<file path="config.mk">
export PLATFORM = sky130hd
export DESIGN_NAME = date_time_seconds_adder_top
export DESIGN_NICKNAME = d
export VERILOG_FILES = /design/src/rtl/dtsa_pkg.sv /design/src/rtl/dtsa_time_pipe.sv /design/src/rtl/dtsa_day_step.sv /design/src/rtl/date_time_seconds_adder_top.sv
export SDC_FILE = /design/constraint.sdc
export NUM_CORES = 1
export LEC_CHECK = 0
export BUFFER_PORTS_ARGS = -buffer_cell sky130_fd_sc_hd__buf_4
export CORE_MARGIN = 2
export CORE_UTILIZATION = 30
export DETAILED_ROUTE_END_ITERATION = 12
export PLACE_DENSITY = 0.56
export SETUP_SLACK_MARGIN = 0.4
export SYNTH_ARGS = -nofsm -noshare
export SYNTH_HDL_FRONTEND = slang
export SYNTH_SLANG_ARGS = --single-unit
</file>
<file path="constraint.sdc">
create_clock -name clk -period 13.8 [get_ports clk]
set_input_delay 1.38 -clock clk [delete_from_list [all_inputs] [get_ports clk]]
set_output_delay 1.38 -clock clk [all_outputs]
set_load 0.05 [all_outputs]
</file>
<file path="src/rtl/dtsa_pkg.sv">
`timescale 1ns / 1ps
// ---------------------------------------------------------------------------
// dtsa_pkg
// Types, constants and the month length table for the date-time seconds adder.
// ---------------------------------------------------------------------------
package dtsa_pkg;

    localparam int unsigned ADD_W = 17;
    localparam logic [ADD_W-1:0] ADD_RESET = 17'd30;

    localparam int unsigned YEAR_W = 14;
    localparam int unsigned SUM_W  = 18;   // second + add_seconds
    localparam int unsigned MSUM_W = 12;   // minute + quotient of seconds
    localparam int unsigned HSUM_W = 7;    // hour + quotient of minutes

    localparam logic [4:0] MONTHS_PER_YEAR = 5'd12;
    localparam logic [5:0] SECS_PER_MIN    = 6'd60;
    localparam logic [6:0] HOURS_PER_DAY   = 7'd24;

    // reciprocal of 60 for an 18-bit dividend: floor(x * 279621 / 2^24)
    localparam logic [18:0] RECIP60_SEC = 19'd279621;
    localparam int unsigned RECIP60_SEC_SH = 24;
    // reciprocal of 60 for a 12-bit dividend: floor(x * 4370 / 2^18)
    localparam logic [12:0] RECIP60_MIN = 13'd4370;
    localparam int unsigned RECIP60_MIN_SH = 18;
    // divisibility by 25: (y * 20972) mod 2^19 < 20972 for 14-bit y
    localparam logic [14:0] RECIP25 = 15'd20972;
    localparam int unsigned RECIP25_SH = 19;

    typedef struct packed {
        logic [13:0] in_year;
        logic [3:0]  in_month;
        logic [4:0]  in_day;
        logic [4:0]  in_hour;
        logic [5:0]  in_minute;
        logic [5:0]  in_second;
    } in_item_t;

    typedef struct packed {
        logic [13:0] out_year;
        logic [3:0]  out_month;
        logic [4:0]  out_day;
        logic [4:0]  out_hour;
        logic [5:0]  out_minute;
        logic [5:0]  out_second;
    } out_item_t;

    // date-time in flight through the day carry stages
    typedef struct packed {
        logic [13:0] year;
        logic [3:0]  month;
        logic [4:0]  day;
        logic [4:0]  hour;
        logic [5:0]  minute;
        logic [5:0]  second;
        logic        leap;
        logic [1:0]  carries;
    } work_t;

    function automatic logic [4:0] month_len(input logic [3:0] month, input logic leap);
        logic [4:0] len;
        begin
            case (month)
                4'd2:    len = leap ? 5'd29 : 5'd28;
                4'd4:    len = 5'd30;
                4'd6:    len = 5'd30;
                4'd9:    len = 5'd30;
                4'd11:   len = 5'd30;
                default: len = 5'd31;
            endcase
            return len;
        end
    endfunction

endpackage

</file>
<file path="src/rtl/dtsa_time_pipe.sv">
`timescale 1ns / 1ps
// ---------------------------------------------------------------------------
// dtsa_time_pipe
// Five-stage pipeline: adds the step to the seconds, carries seconds into
// minutes and minutes into hours, splits hours into day carries, and works
// out the leap flag of the input year.
// ---------------------------------------------------------------------------
module dtsa_time_pipe
    import dtsa_pkg::*;
(
    input  logic             clk,
    input  logic             rst_n,
    input  logic             in_valid,
    input  in_item_t         in_item,
    input  logic [ADD_W-1:0] add_seconds,
    output logic             out_valid,
    output work_t            out_work
);

    logic [4:0] valid_reg;

    // stage 1
    in_item_t          s1_item_reg;
    logic [SUM_W-1:0]  s1_sum_reg;
    logic [RECIP25_SH-1:0] s1_yfrac_reg;
    // stage 2
    in_item_t          s2_item_reg;
    logic [SUM_W-1:0]  s2_sum_reg;
    logic [11:0]       s2_q_reg;
    logic              s2_leap_reg;
    // stage 3
    in_item_t          s3_item_reg;
    logic [MSUM_W-1:0] s3_msum_reg;
    logic [5:0]        s3_sec_reg;
    logic              s3_leap_reg;
    // stage 4
    in_item_t          s4_item_reg;
    logic [MSUM_W-1:0] s4_msum_reg;
    logic [5:0]        s4_q_reg;
    logic [5:0]        s4_sec_reg;
    logic              s4_leap_reg;
    // stage 5
    work_t             s5_work_reg;

    logic [28:0]       yprod;
    logic [36:0]       sprod;
    logic              div25;
    logic              leap_next;
    logic [SUM_W-1:0]  q60_x60;
    logic [SUM_W-1:0]  sec_rem;
    logic [24:0]       mprod;
    logic [MSUM_W-1:0] qm_x60;
    logic [MSUM_W-1:0] min_rem;
    logic [HSUM_W-1:0] hour_sum;
    work_t             s5_work_next;

    always_comb
    begin
        yprod = {1'b0, in_item.in_year} * RECIP25;
        sprod = {1'b0, s1_sum_reg} * {18'b0, RECIP60_SEC};

        // y % 100 == 0 iff y % 4 == 0 and y % 25 == 0; likewise 400 with 16
        div25     = s1_yfrac_reg < {4'b0, RECIP25};
        leap_next = ((s1_item_reg.in_year[1:0] == 2'b00) && !div25)
                 || ((s1_item_reg.in_year[3:0] == 4'b0000) && div25);

        q60_x60 = {s2_q_reg, 6'b0} - {4'b0, s2_q_reg, 2'b0};
        sec_rem = s2_sum_reg - q60_x60;

        mprod = {1'b0, s3_msum_reg} * {12'b0, RECIP60_MIN};

        qm_x60   = {s4_q_reg, 6'b0} - {4'b0, s4_q_reg, 2'b0};
        min_rem  = s4_msum_reg - qm_x60;
        hour_sum = {2'b0, s4_item_reg.in_hour} + {1'b0, s4_q_reg};

        s5_work_next.year   = s4_item_reg.in_year;
        s5_work_next.month  = s4_item_reg.in_month;
        s5_work_next.day    = s4_item_reg.in_day;
        s5_work_next.minute = min_rem[5:0];
        s5_work_next.second = s4_sec_reg;
        s5_work_next.leap   = s4_leap_reg;
        if (hour_sum >= {HOURS_PER_DAY[5:0], 1'b0})
        begin
            s5_work_next.carries = 2'd2;
            s5_work_next.hour    = 5'(hour_sum - {HOURS_PER_DAY[5:0], 1'b0});
        end
        else if (hour_sum >= HOURS_PER_DAY)
        begin
            s5_work_next.carries = 2'd1;
            s5_work_next.hour    = 5'(hour_sum - HOURS_PER_DAY);
        end
        else
        begin
            s5_work_next.carries = 2'd0;
            s5_work_next.hour    = hour_sum[4:0];
        end
    end

    always_ff @(posedge clk or negedge rst_n)
    begin
        if (!rst_n)
        begin
            valid_reg <= '0;
        end
        else
        begin
            valid_reg <= {valid_reg[3:0], in_valid};
        end
    end

    always_ff @(posedge clk)
    begin
        s1_item_reg  <= in_item;
        s1_sum_reg   <= {12'b0, in_item.in_second} + {1'b0, add_seconds};
        s1_yfrac_reg <= yprod[RECIP25_SH-1:0];

        s2_item_reg <= s1_item_reg;
        s2_sum_reg  <= s1_sum_reg;
        s2_q_reg    <= sprod[RECIP60_SEC_SH+11:RECIP60_SEC_SH];
        s2_leap_reg <= leap_next;

        s3_item_reg <= s2_item_reg;
        s3_msum_reg <= {6'b0, s2_item_reg.in_minute} + s2_q_reg;
        s3_sec_reg  <= sec_rem[5:0];
        s3_leap_reg <= s2_leap_reg;

        s4_item_reg <= s3_item_reg;
        s4_msum_reg <= s3_msum_reg;
        s4_q_reg    <= mprod[RECIP60_MIN_SH+5:RECIP60_MIN_SH];
        s4_sec_reg  <= s3_sec_reg;
        s4_leap_reg <= s3_leap_reg;

        s5_work_reg <= s5_work_next;
    end

    assign out_valid = valid_reg[4];
    assign out_work  = s5_work_reg;

endmodule

</file>
<file path="src/rtl/dtsa_day_step.sv">
`timescale 1ns / 1ps
// ---------------------------------------------------------------------------
// dtsa_day_step
// One register stage that applies a single pending day carry: the day moves
// on by one and rolls into the next month, and December (or any higher month) into the next year.
// ---------------------------------------------------------------------------
module dtsa_day_step
    import dtsa_pkg::*;
(
    input  logic  clk,
    input  logic  rst_n,
    input  logic  in_valid,
    input  work_t in_work,
    output logic  out_valid,
    output work_t out_work
);

    logic  valid_reg;
    work_t work_reg;
    work_t work_next;
    logic [4:0] len;
    logic [5:0] day_inc;
    logic [5:0] day_wrap;

    always_comb
    begin
        len       = month_len(in_work.month, in_work.leap);
        day_inc   = {1'b0, in_work.day} + 6'd1;
        day_wrap  = day_inc - {1'b0, len};
        work_next = in_work;
        if (in_work.carries != 2'd0)
        begin
            work_next.carries = in_work.carries - 2'd1;
            if (day_inc > {1'b0, len})
            begin
                // leap flag stays valid: a new year always starts in january
                work_next.day = day_wrap[4:0];
                if ({1'b0, in_work.month} >= MONTHS_PER_YEAR)
                begin
                    work_next.month = 4'd1;
                    work_next.year  = in_work.year + 14'd1;
                end
                else
                begin
                    work_next.month = in_work.month + 4'd1;
                end
            end
            else
            begin
                work_next.day = day_inc[4:0];
            end
        end
    end

    always_ff @(posedge clk or negedge rst_n)
    begin
        if (!rst_n)
        begin
            valid_reg <= 1'b0;
        end
        else
        begin
            valid_reg <= in_valid;
        end
    end

    always_ff @(posedge clk)
    begin
        work_reg <= work_next;
    end

    assign out_valid = valid_reg;
    assign out_work  = work_reg;

endmodule

</file>
<file path="src/rtl/date_time_seconds_adder_top.sv">
`timescale 1ns / 1ps
// ---------------------------------------------------------------------------
// date_time_seconds_adder_top
// Adds the programmed number of seconds to a Gregorian date and time.
//
//   channel   ports                       handshake
//   input     start, busy, item           taken when start and not busy
//   result    done, result                one cycle, strobed by done
//   config    cfg_we, cfg_data            written when cfg_we
//
// seven register stages: five for the second/minute/hour carries and the
// leap flag, then one stage per possible day carry.
// an item taken on the input is registered through every stage onto result,
// where done strobes it for the receiver.
// one item per cycle; busy is always low since nothing downstream stalls.
// reset clears the valid bits and sets the step to 30 seconds.
// ---------------------------------------------------------------------------
module date_time_seconds_adder_top
    import dtsa_pkg::*;
(
    input  logic             clk,
    input  logic             rst_n,
    input  logic             start,
    output logic             busy,
    input  in_item_t         item,
    output logic             done,
    output out_item_t        result,
    input  logic             cfg_we,
    input  logic [ADD_W-1:0] cfg_data
);

    logic [ADD_W-1:0] add_seconds_reg;
    logic  time_valid;
    work_t time_work;
    logic  day1_valid;
    work_t day1_work;
    logic  day2_valid;
    work_t day2_work;

    always_ff @(posedge clk or negedge rst_n)
    begin
        if (!rst_n)
        begin
            add_seconds_reg <= ADD_RESET;
        end
        else if (cfg_we)
        begin
            add_seconds_reg <= cfg_data;
        end
    end

    assign busy = 1'b0;

    dtsa_time_pipe u_time_pipe (
        .clk         (clk),
        .rst_n       (rst_n),
        .in_valid    (start),
        .in_item     (item),
        .add_seconds (add_seconds_reg),
        .out_valid   (time_valid),
        .out_work    (time_work)
    );

    dtsa_day_step u_day_step1 (
        .clk       (clk),
        .rst_n     (rst_n),
        .in_valid  (time_valid),
        .in_work   (time_work),
        .out_valid (day1_valid),
        .out_work  (day1_work)
    );

    dtsa_day_step u_day_step2 (
        .clk       (clk),
        .rst_n     (rst_n),
        .in_valid  (day1_valid),
        .in_work   (day1_work),
        .out_valid (day2_valid),
        .out_work  (day2_work)
    );

    assign done              = day2_valid;
    assign result.out_year   = day2_work.year;
    assign result.out_month  = day2_work.month;
    assign result.out_day    = day2_work.day;
    assign result.out_hour   = day2_work.hour;
    assign result.out_minute = day2_work.minute;
    assign result.out_second = day2_work.second;

    a_latency: assert property (@(posedge clk) disable iff (!rst_n)
        start |-> ##7 done)
        else $error("item did not come out after seven cycles");

    a_time_range: assert property (@(posedge clk) disable iff (!rst_n)
        done |-> (result.out_hour < 5'd24) && (result.out_minute < 6'd60)
                 && (result.out_second < 6'd60))
        else $error("time field out of range on result");

    a_carries_used: assert property (@(posedge clk) disable iff (!rst_n)
        day2_valid |-> (day2_work.carries == 2'd0))
        else $error("day carry left over after last stage");

endmodule

</file>
---- Word level (Yosys, flattened, before mapping) ----
Index checks and enable logic that the tools add are counted.
word-level totals
  register bits after elaboration ......... 366
  input bits .............................. 61
  output and inout port bits .............. 42
  logic and storage cells ................. 122
operators by class
  add/subtract/negate cells ............... 18
  $mul .................................... 3
  magnitude comparators ................... 7
  eq/ne operators ......................... 10
  mux-type cells .......................... 18
  reductions and logical operators ........ 10
operators with widths
  kind                                                                    number
  23-bit two-way mux                                                      2
  18-bit by 19-bit multiplier with 36-bit output, second input constant   1
  18-bit two-way mux                                                      2
  14-bit by 1-bit adder with 14-bit output, second input constant         2
  14-bit two-way mux                                                      2
  12-bit by 12-bit multiplier with 23-bit output, second input constant   1
  5-bit two-way mux                                                       4
  5-bit one-hot mux with 2 select lines                                   2
  19-bit by 15-bit < comparator with 1-bit output, second input constant  1
  6-bit by 17-bit adder with 18-bit output                                1
  14-bit by 13-bit multiplier with 17-bit output, second input constant   1
  4-bit by 3-bit == test with 1-bit output, second input constant         4
  4-bit == test, second input constant                                    4
  5-bit by 1-bit adder with 6-bit output, second input constant           2
  6-bit by 12-bit adder with 12-bit output                                1
  6-bit by 5-bit greater-than comparator with 1-bit output                2
  1-bit by 6-bit subtractor with 6-bit output, first input constant       2
  6-bit subtractor                                                        2
  5-bit subtractor                                                        2
  5-bit subtractor, second input constant                                 2
  4-bit by 1-bit adder with 4-bit output, second input constant           2
  4-bit by 2-bit == test with 1-bit output, second input constant         2
  4-bit >= comparator, second input constant                              2
  4-bit two-way mux                                                       2
  other kinds (13)                                                        18

---- Longest topological paths before layout ----
Gate-level depths: netlist of the first run.
  depth in word-level cells ............... 6
  mapped depth ............................ 20
  mapped depth without buffers ............ 20

---- By module ----
Synthesis of the first run repeated with hierarchy kept, for this count alone.
second synthesis, totals
  cells, all modules ...................... 1574
  area total of the unflattened synthesis .. 17758.3 um^2
by module, submodules not included
  module                       times used  cells an instance  area each (um^2)  seq. area each (um^2)
  dtsa_time_pipe               1           1190               13515.5           5290.1
  dtsa_day_step                2           173                1770.4            885.8
  date_time_seconds_adder_top  1           38                 701.9             430.4

---- Worst setup path after synthesis of the first run ----
No wires, ideal clock.
  path type ............................... input -> register
  start ................................... in item[28] in the netlist's numbering
  end ..................................... reg u_time_pipe.s1_yfrac_reg[18]
  setup time .............................. 0.072 ns
  arrival time ............................ 5.162 ns
  data required time ...................... 13.728 ns
  path slack .............................. 8.565 ns
  cell stages on the path ................. 17
  cell sequence ........................... ha_1 inv_1 fa_1 inv_1 ha_1 ha_1 inv_1 fa_1 inv_1 fa_1 a21o_1 a21oi_1 o21bai_1 a211oi_1 o31ai_1 o41ai_1 xnor2_1
between the ends
  cells in the longest elaborated chain, start to end .. 1
ends and longest elaborated chain
  what                                            RTL line                           text
  start, declared                                 date_time_seconds_adder_top.sv:25  input in_item_t item,
  14-bit by 13-bit multiplier with 17-bit output  dtsa_time_pipe.sv:59               yprod = {1'b0, in_item.in_year} * RECIP25;
  net u_time_pipe.yprod[18]                       dtsa_time_pipe.sv:45               logic [28:0] yprod;
  end signal, assigned                            dtsa_time_pipe.sv:115              s1_yfrac_reg <= yprod[RECIP25_SH-1:0];
  end, declared                                   dtsa_time_pipe.sv:25               logic [RECIP25_SH-1:0] s1_yfrac_reg;
The timed path passes the listed nets, and every way through them passes these cells.
A chain may end at the register's enable or synchronous reset.

---- Worst setup path after layout of the first run ----
Same ends and word-level chain as after synthesis.

==> flow_metrics.env, run 1 <==
export IMPL_die_x_um=244
export IMPL_first_iter_violations=412
export IMPL_max_freq_mhz=191
export IMPL_antenna_cells=0
export IMPL_total_power_mw=5.31
export IMPL_comb_power_share_pct=52.6
export IMPL_place_congestion=0.852
export IMPL_hold_slack_ns=0.318
export IMPL_layout_drive_gt1_share_pct=11.9
export IMPL_cts_buffers=41
export IMPL_grt_overflow_total=0
export IMPL_io_pin_count=103
export IMPL_tightest_slew_ns=0.628
export IMPL_grt_max_degree=25
export IMPL_cts_tree="done"
export IMPL_p_sw_share_pct=39.9
export IMPL_cts_path_max_buffers=3
export IMPL_crit_type="in2reg"
export IMPL_critPathCaptureType="flop"
export IMPL_p_switching_mw=2.12
export IMPL_clk_latency_ns=0.55
export IMPL_die_h_um=244
export IMPL_power_density_mw_per_mm2=260
export IMPL_avgViaCountPerCell=4.15
export IMPL_synth_distinct_cells=62
export IMPL_multiInputGateArea_mm2=0.00885
export IMPL_cp_start_kind="input port"
export IMPL_period_minus_slack_ns=5.25
export IMPL_ys_async_sr_fraction_pct=6.58
export IMPL_synthFlopType="dfxtp_1"
export IMPL_synth_edf_count=0
export IMPL_setup_violations=0
export IMPL_stdcell_area_mm2=0.0204
export IMPL_cts_resized=0
export IMPL_wl_per_cell_um=12.1
export IMPL_internal_power_mw=3.19
export IMPL_syn_cell_area_mm2=0.0173
export IMPL_first_pass_iters=4
export IMPL_drv_cap=0
export IMPL_cp_required_ns=14.29
export IMPL_ctsHoldBuffers=0
export IMPL_post_cts_buffers=0
export IMPL_drv_slew=0
export IMPL_htree_levels=2
export IMPL_rsz0062_at_grt="false"
export IMPL_core_area_mm2=0.0575
export IMPL_slew_limit_headroom_pct=57.7
export IMPL_seq_area_frac_synth_pct=42.8
export IMPL_synth_area_per_cell_um2=11.3
export IMPL_cts_clk_slew_worst_paths_ns=0.07
export IMPL_gr_usage_all_layers_pct=10.5
export IMPL_n_fill_cell=5695
export IMPL_clock_sinks=365
export IMPL_syn_inst=1540
export IMPL_ant_nets=0
export IMPL_hold_class="reg2reg"
export IMPL_wirelength_um=29800
export IMPL_area_growth_pct=17.6
export IMPL_grt_pass1_vias=10700
export IMPL_synth_top_cell_by_area="dfxtp_1"
export IMPL_placed_area_mm2=0.0190
export IMPL_seq_area_mm2=0.00743
export IMPL_crit_arrival_ns=5.73
export IMPL_status="finished clean"
export IMPL_dp_hpwl_um=23800
export IMPL_num_rows=88
export IMPL_fin_crit_sh_pct=38.0
export IMPL_synth_seq_cells=365
export IMPL_yosys_warnings=0
export IMPL_finClkSkew_ns=0.0127
export IMPL_initial_utilization_pct=30.2
export IMPL_io_buffers=101
export IMPL_vdd_drop_max_v=0.000139
export IMPL_tns_ns=0
export IMPL_synthesis_nets=1973
export IMPL_vias=10300
export IMPL_p_seq_share_pct=27.0
export IMPL_hold_viol=0
export IMPL_antenna_found_initial=0
export IMPL_yosysTopAreaCellShare_pct=39.4
export IMPL_nNetsFinal=2111
export IMPL_die_area_mm2=0.0598
export IMPL_r2r_slack_ns=8.71
export IMPL_power_leakage_nw=9.89
export IMPL_cts_root_buf="clkbuf_16"
export IMPL_crit_fanout=7
export IMPL_grt_pass1_wl_um=51400
export IMPL_drc_errors=0
export IMPL_post_route_util_pct=35.5
export IMPL_p_clk_share_pct=20.4
export IMPL_synthTopCellsByArea="dfxtp_1 (39%), ha_1 (19%), fa_1 (12%), inv_1 (6.0%), xnor2_1 (3.5%)"
-- worst max-delay path, stage by stage --
cell	delay, ns
buf_4	0.15
ha_1	0.30
inv_1	0.07
fa_1	0.50
inv_1	0.04
ha_1	0.28
ha_1	0.27
inv_1	0.05
fa_1	0.52
inv_1	0.07
fa_1	0.45
a21o_1	0.19
a21oi_1	0.22
o21bai_1	0.12
a211oi_1	0.35
o31ai_1	0.17
o41ai_1	0.42
xnor2_1	0.16
-- kinds of logic after synthesis --
family,Yosys count,synth area share [%]
simple gates,218,6.45
buf+inv,281,6.11
compound gates,174,6.56
fa+ha+maj,372,31.2
flops,365,42.8
xor+xnor,111,5.60
mux,18,1.17
other cells,1,0.0216
-- layout by cell type (no fill, tap or decap), drive strengths merged, types with 6 or more instances in the layout --
| master | instances |
|---|---|
| dfxtp | 341 |
| xor2 | 42 |
| inv | 280 |
| buf | 101 |
| nor2b | 7 |
| mux2 | 18 |
| nand3 | 29 |
| nand4 | 13 |
| a21o | 25 |
| a21oi | 40 |
| o21bai | 7 |
| dfrtp | 20 |
| clkinvlp | 7 |
| nor3 | 18 |
| o31ai | 6 |
| nand2b | 7 |
| a211oi | 8 |
| nor2 | 53 |
| o21ai | 43 |
| fa | 102 |
| and3 | 10 |
| ha | 270 |
| nand2 | 47 |
| and2 | 9 |
| clkbuf | 53 |
| xnor2 | 69 |
| o21a | 8 |
-- cells in the mapped netlist (5+ instances only) --
| master | number |
|---|---|
| fa_1 | 102 |
| nand2_1 | 47 |
| dfrtp_1 | 20 |
| inv_1 | 275 |
| a21o_1 | 25 |
| or2_2 | 5 |
| mux2_2 | 18 |
| nand2b_1 | 7 |
| nor2b_1 | 7 |
| nor3_1 | 16 |
| and2_1 | 9 |
| xnor2_1 | 69 |
| nor2_1 | 53 |
| o21bai_1 | 7 |
| dfxtp_1 | 341 |
| and3_1 | 10 |
| xor2_1 | 42 |
| ha_1 | 270 |
| o21ai_0 | 42 |
| o31ai_1 | 6 |
| a211o_1 | 5 |
| nand4_1 | 11 |
| nand3_1 | 29 |
| a211oi_1 | 8 |
| a21oi_1 | 40 |
| o21a_1 | 8 |
-- stage by stage --
step	worst slack, ns	std cells
global placement	8.15	2400
finish	8.55	2473
CTS	8.62	2473
floorplan	8.57	1540
global route	8.31	2473
detailed placement	8.06	2400
-- routing by layer --
layer / wire, µm / global-route usage, %
met2: 13600 / 17.0
met1: 14500 / 13.8
met3: 1080 / 2.24
met5: 0 / 0
met4: 685 / 3.44
-- power by group through the flow --
stage	clock [mW]	sequential, mW	combinational, mW
after floorplan	0	1.53	2.05
after global placement	0	1.46	2.74
after detailed placement	0	1.46	2.80
after CTS	1.13	1.44	2.83
after global routing	1.17	1.46	3.25
final	1.08	1.43	2.79
-- area by class of cell --
cell class | instances | area share, %
clock inverters | 20 | 1.12
multi-input cells | 894 | 43.4
well taps | 765 | 4.69
repair buffers | 101 | 3.72
flip-flops and latches | 365 | 36.4
clock buffers | 53 | 5.60
inverters | 275 | 5.06
-- worst paths after layout --
kind,from,to,depth (start not counted)
hold reg to reg,u_time_pipe.s4_sec_reg[2],u_time_pipe.out_work[5],0
setup / recovery,item[28],u_time_pipe.s1_yfrac_reg[18],18
min in group asynchronous,rst_n,u_time_pipe.valid_reg[0],1
setup reg to reg,u_time_pipe.s1_sum_reg[17],u_time_pipe.s2_q_reg[9],18
hold / removal,u_time_pipe.s4_sec_reg[2],u_time_pipe.out_work[5],0
max in group asynchronous,rst_n,add_seconds_reg[1],1
(Power assumes the default switching activity.)
==> run 2, diff against run 1 <==
==> constraint.sdc (replaced) <==
create_clock -name clk -period 5.1 [get_ports clk]
set_input_delay 0.51 -clock clk [delete_from_list [all_inputs] [get_ports clk]]
set_output_delay 0.51 -clock clk [all_outputs]
set_load 0.05 [all_outputs]
==> run 2 against run 1 <==
Compared with the run above: setup slack worse by 8.0 ns; register-to-register slack worse by 8.1 ns; total power rose to 2.8 times the previous value; combinational power rose to 2.8 times the previous value; sequential power rose to 2.7 times the previous value; critical path depth down 2; hold slack worse by 0.26 ns; highest routed layer unchanged.
==> flow_metrics.env, run 2 (synthesis gave the netlist of run 1 again) <==
export IMPL_status="finished clean"
export IMPL_place_congestion=0.839
export IMPL_die_h_um=244
export IMPL_ant_nets=0
export IMPL_clk_latency_ns=0.55
export IMPL_grt_use_met1_pct=13.3
export IMPL_gr_usage_met3_pct=1.92
export IMPL_core_area_mm2=0.0575
export IMPL_slew_limit_headroom_pct=59.0
export IMPL_rsz0062_at_grt="false"
export IMPL_avgViaCountPerCell=4.17
export IMPL_busiest_layer="met2"
export IMPL_place_inst=2401
export IMPL_ff2ff_path_depth=16
export IMPL_cp_required_ns=5.54
export IMPL_wl_per_cell_um=12.1
export IMPL_cts_root_buf="clkbuf_16"
export IMPL_die_area_mm2=0.0598
export IMPL_vdd_drop_max_v=0.000365
export IMPL_first_iter_violations=284
export IMPL_finClkSkew_ns=0.0212
export IMPL_cts_buffers=41
export IMPL_max_freq_mhz=222
export IMPL_nNetsFinal=2115
export IMPL_cp_start_kind="flop"
export IMPL_io_buffers=101
export IMPL_tightest_slew_ns=0.609
export IMPL_power_leakage_nw=9.96
export IMPL_grt_pass1_wl_um=50900
export IMPL_reg2reg_from="u_time_pipe.s1_sum_reg[16]"
export IMPL_tns_ns=0
export IMPL_htree_levels=2
export IMPL_met2_usage_pct=17.3
export IMPL_worst_r2r_endpoint="u_time_pipe.s2_q_reg[7]"
export IMPL_vias=10300
export IMPL_antenna_found_initial=0
export IMPL_final_common_cell="dfxtp_1"
export IMPL_grt_overflow_total=0
export IMPL_antenna_cells=0
export IMPL_final_cell_mix="dfxtp_1 (337), inv_1 (275), ha_1 (269), buf_4 (104), fa_1 (102)"
export IMPL_n_fill_cell=5729
export IMPL_drv_cap=0
export IMPL_area_growth_pct=18.9
export IMPL_min_from="item[7]"
export IMPL_clock_sinks=365
export IMPL_setup_violations=0
export IMPL_cts_tree="done"
export IMPL_layout_drive_gt1_share_pct=12.9
export IMPL_drc_errors=0
export IMPL_stdcell_count=2479
export IMPL_hold_depth=1
export IMPL_seq_area_mm2=0.00744
export IMPL_first_pass_iters=5
export IMPL_wirelength_um=30100
export IMPL_num_rows=88
export IMPL_hold_slack_ns=0.0622
export IMPL_cts_clk_slew_worst_paths_ns=0.06
export IMPL_r2r_slack_ns=0.59
export IMPL_fin_crit_sh_pct=88.5
export IMPL_crit_type="reg2reg"
export IMPL_critPathCaptureType="flop"
export IMPL_crit_fanout=4
export IMPL_drv_slew=0
export IMPL_grt_max_degree=25
export IMPL_grt_pass1_vias=10700
export IMPL_period_minus_slack_ns=4.51
export IMPL_dp_hpwl_um=24000
export IMPL_min_to="u_time_pipe.s1_item_reg[7]"
export IMPL_power_density_mw_per_mm2=718
export IMPL_gr_usage_all_layers_pct=10.4
export IMPL_hold_viol=0
export IMPL_die_x_um=244
export IMPL_cts_path_max_buffers=3
export IMPL_io_pin_count=103
export IMPL_crit_arrival_ns=4.95
export IMPL_initial_utilization_pct=30.2
export IMPL_hold_class="in2reg"
export IMPL_multiInputGateArea_mm2=0.00892
==> run 2: power by group <==
| group | internal [mW] | switching, mW |
|---|---|---|
| logic | 3.42 | 4.39 |
| clock network | 1.96 | 1.18 |
| registers | 3.55 | 0.318 |
==> run 2: critical path, stage by stage (launching register included) <==
cell and delay (ns):
dfxtp_1 0.40, ha_1 0.26, inv_1 0.08, fa_1 0.44, fa_1 0.59, fa_1 0.44
fa_1 0.52, inv_1 0.04, ha_1 0.32, and2_1 0.19, nand3_1 0.10, o211ai_1 0.34
o311ai_4 0.18, nand3b_1 0.20, buf_4 0.15, nand2_1 0.06, xnor2_1 0.13
==> run 2: routing by layer <==
metal | vias up | part of all wire, %
li1 | 5332 | -
met1 | 4827 | 47
met2 | 131 | 47
met3 | 51 | 3.9
met4 | 0 | 2.6
met5 | - | 0
==> run 2: per-stage QoR <==
stage | setup WS, ns | power (mW) | cell area (µm²) | utilization (%)
after CTS | 0.411 | 14.9 | 20600 | 35.8
after global routing | 0.391 | 16.3 | 20600 | 35.9
after detailed placement | 0.213 | 11.6 | 19000 | 33.1
final | 0.589 | 14.8 | 20600 | 35.9
after global placement | 0.326 | 11.4 | 19000 | 33.1
after floorplan | 0.699 | 9.71 | 17300 | -
==> run 2: worst max-delay path by stage <==
stage / startpoint / end / slack, ns / cells after the start
floorplan: u_time_pipe.s1_sum_reg[13] / u_time_pipe.s2_q_reg[9] / 0.70 / 15
global placement: u_time_pipe.s1_sum_reg[15] / u_time_pipe.s2_q_reg[9] / 0.33 / 18
detailed placement: u_time_pipe.s1_sum_reg[15] / u_time_pipe.s2_q_reg[9] / 0.21 / 18
CTS: u_time_pipe.s1_sum_reg[15] / u_time_pipe.s2_q_reg[9] / 0.41 / 18
global route: u_time_pipe.s1_sum_reg[15] / u_time_pipe.s2_q_reg[9] / 0.39 / 18
finish: u_time_pipe.s1_sum_reg[16] / u_time_pipe.s2_q_reg[7] / 0.59 / 16
==> run 2: what timing repair did <==
action | CTS | global route
endpoints found under the setup margin | 3 | 8
pin swaps | 1 | 3
hold buffers | 1 | 0
cloned | 0 | 0
hold endpoints to repair | 20 | 0
setup buffers | 1 | 1
gates resized for setup | 3 | 12
==> run 2: final cells by class <==
type / instances / area share (%)
clock inverters: 24 / 1.68
clock buffers: 51 / 5.51
well taps: 765 / 4.64
flip-flops and latches: 365 / 36.1
repair buffers: 105 / 3.84
inverters: 275 / 5.01
multi-input cells: 894 / 43.3
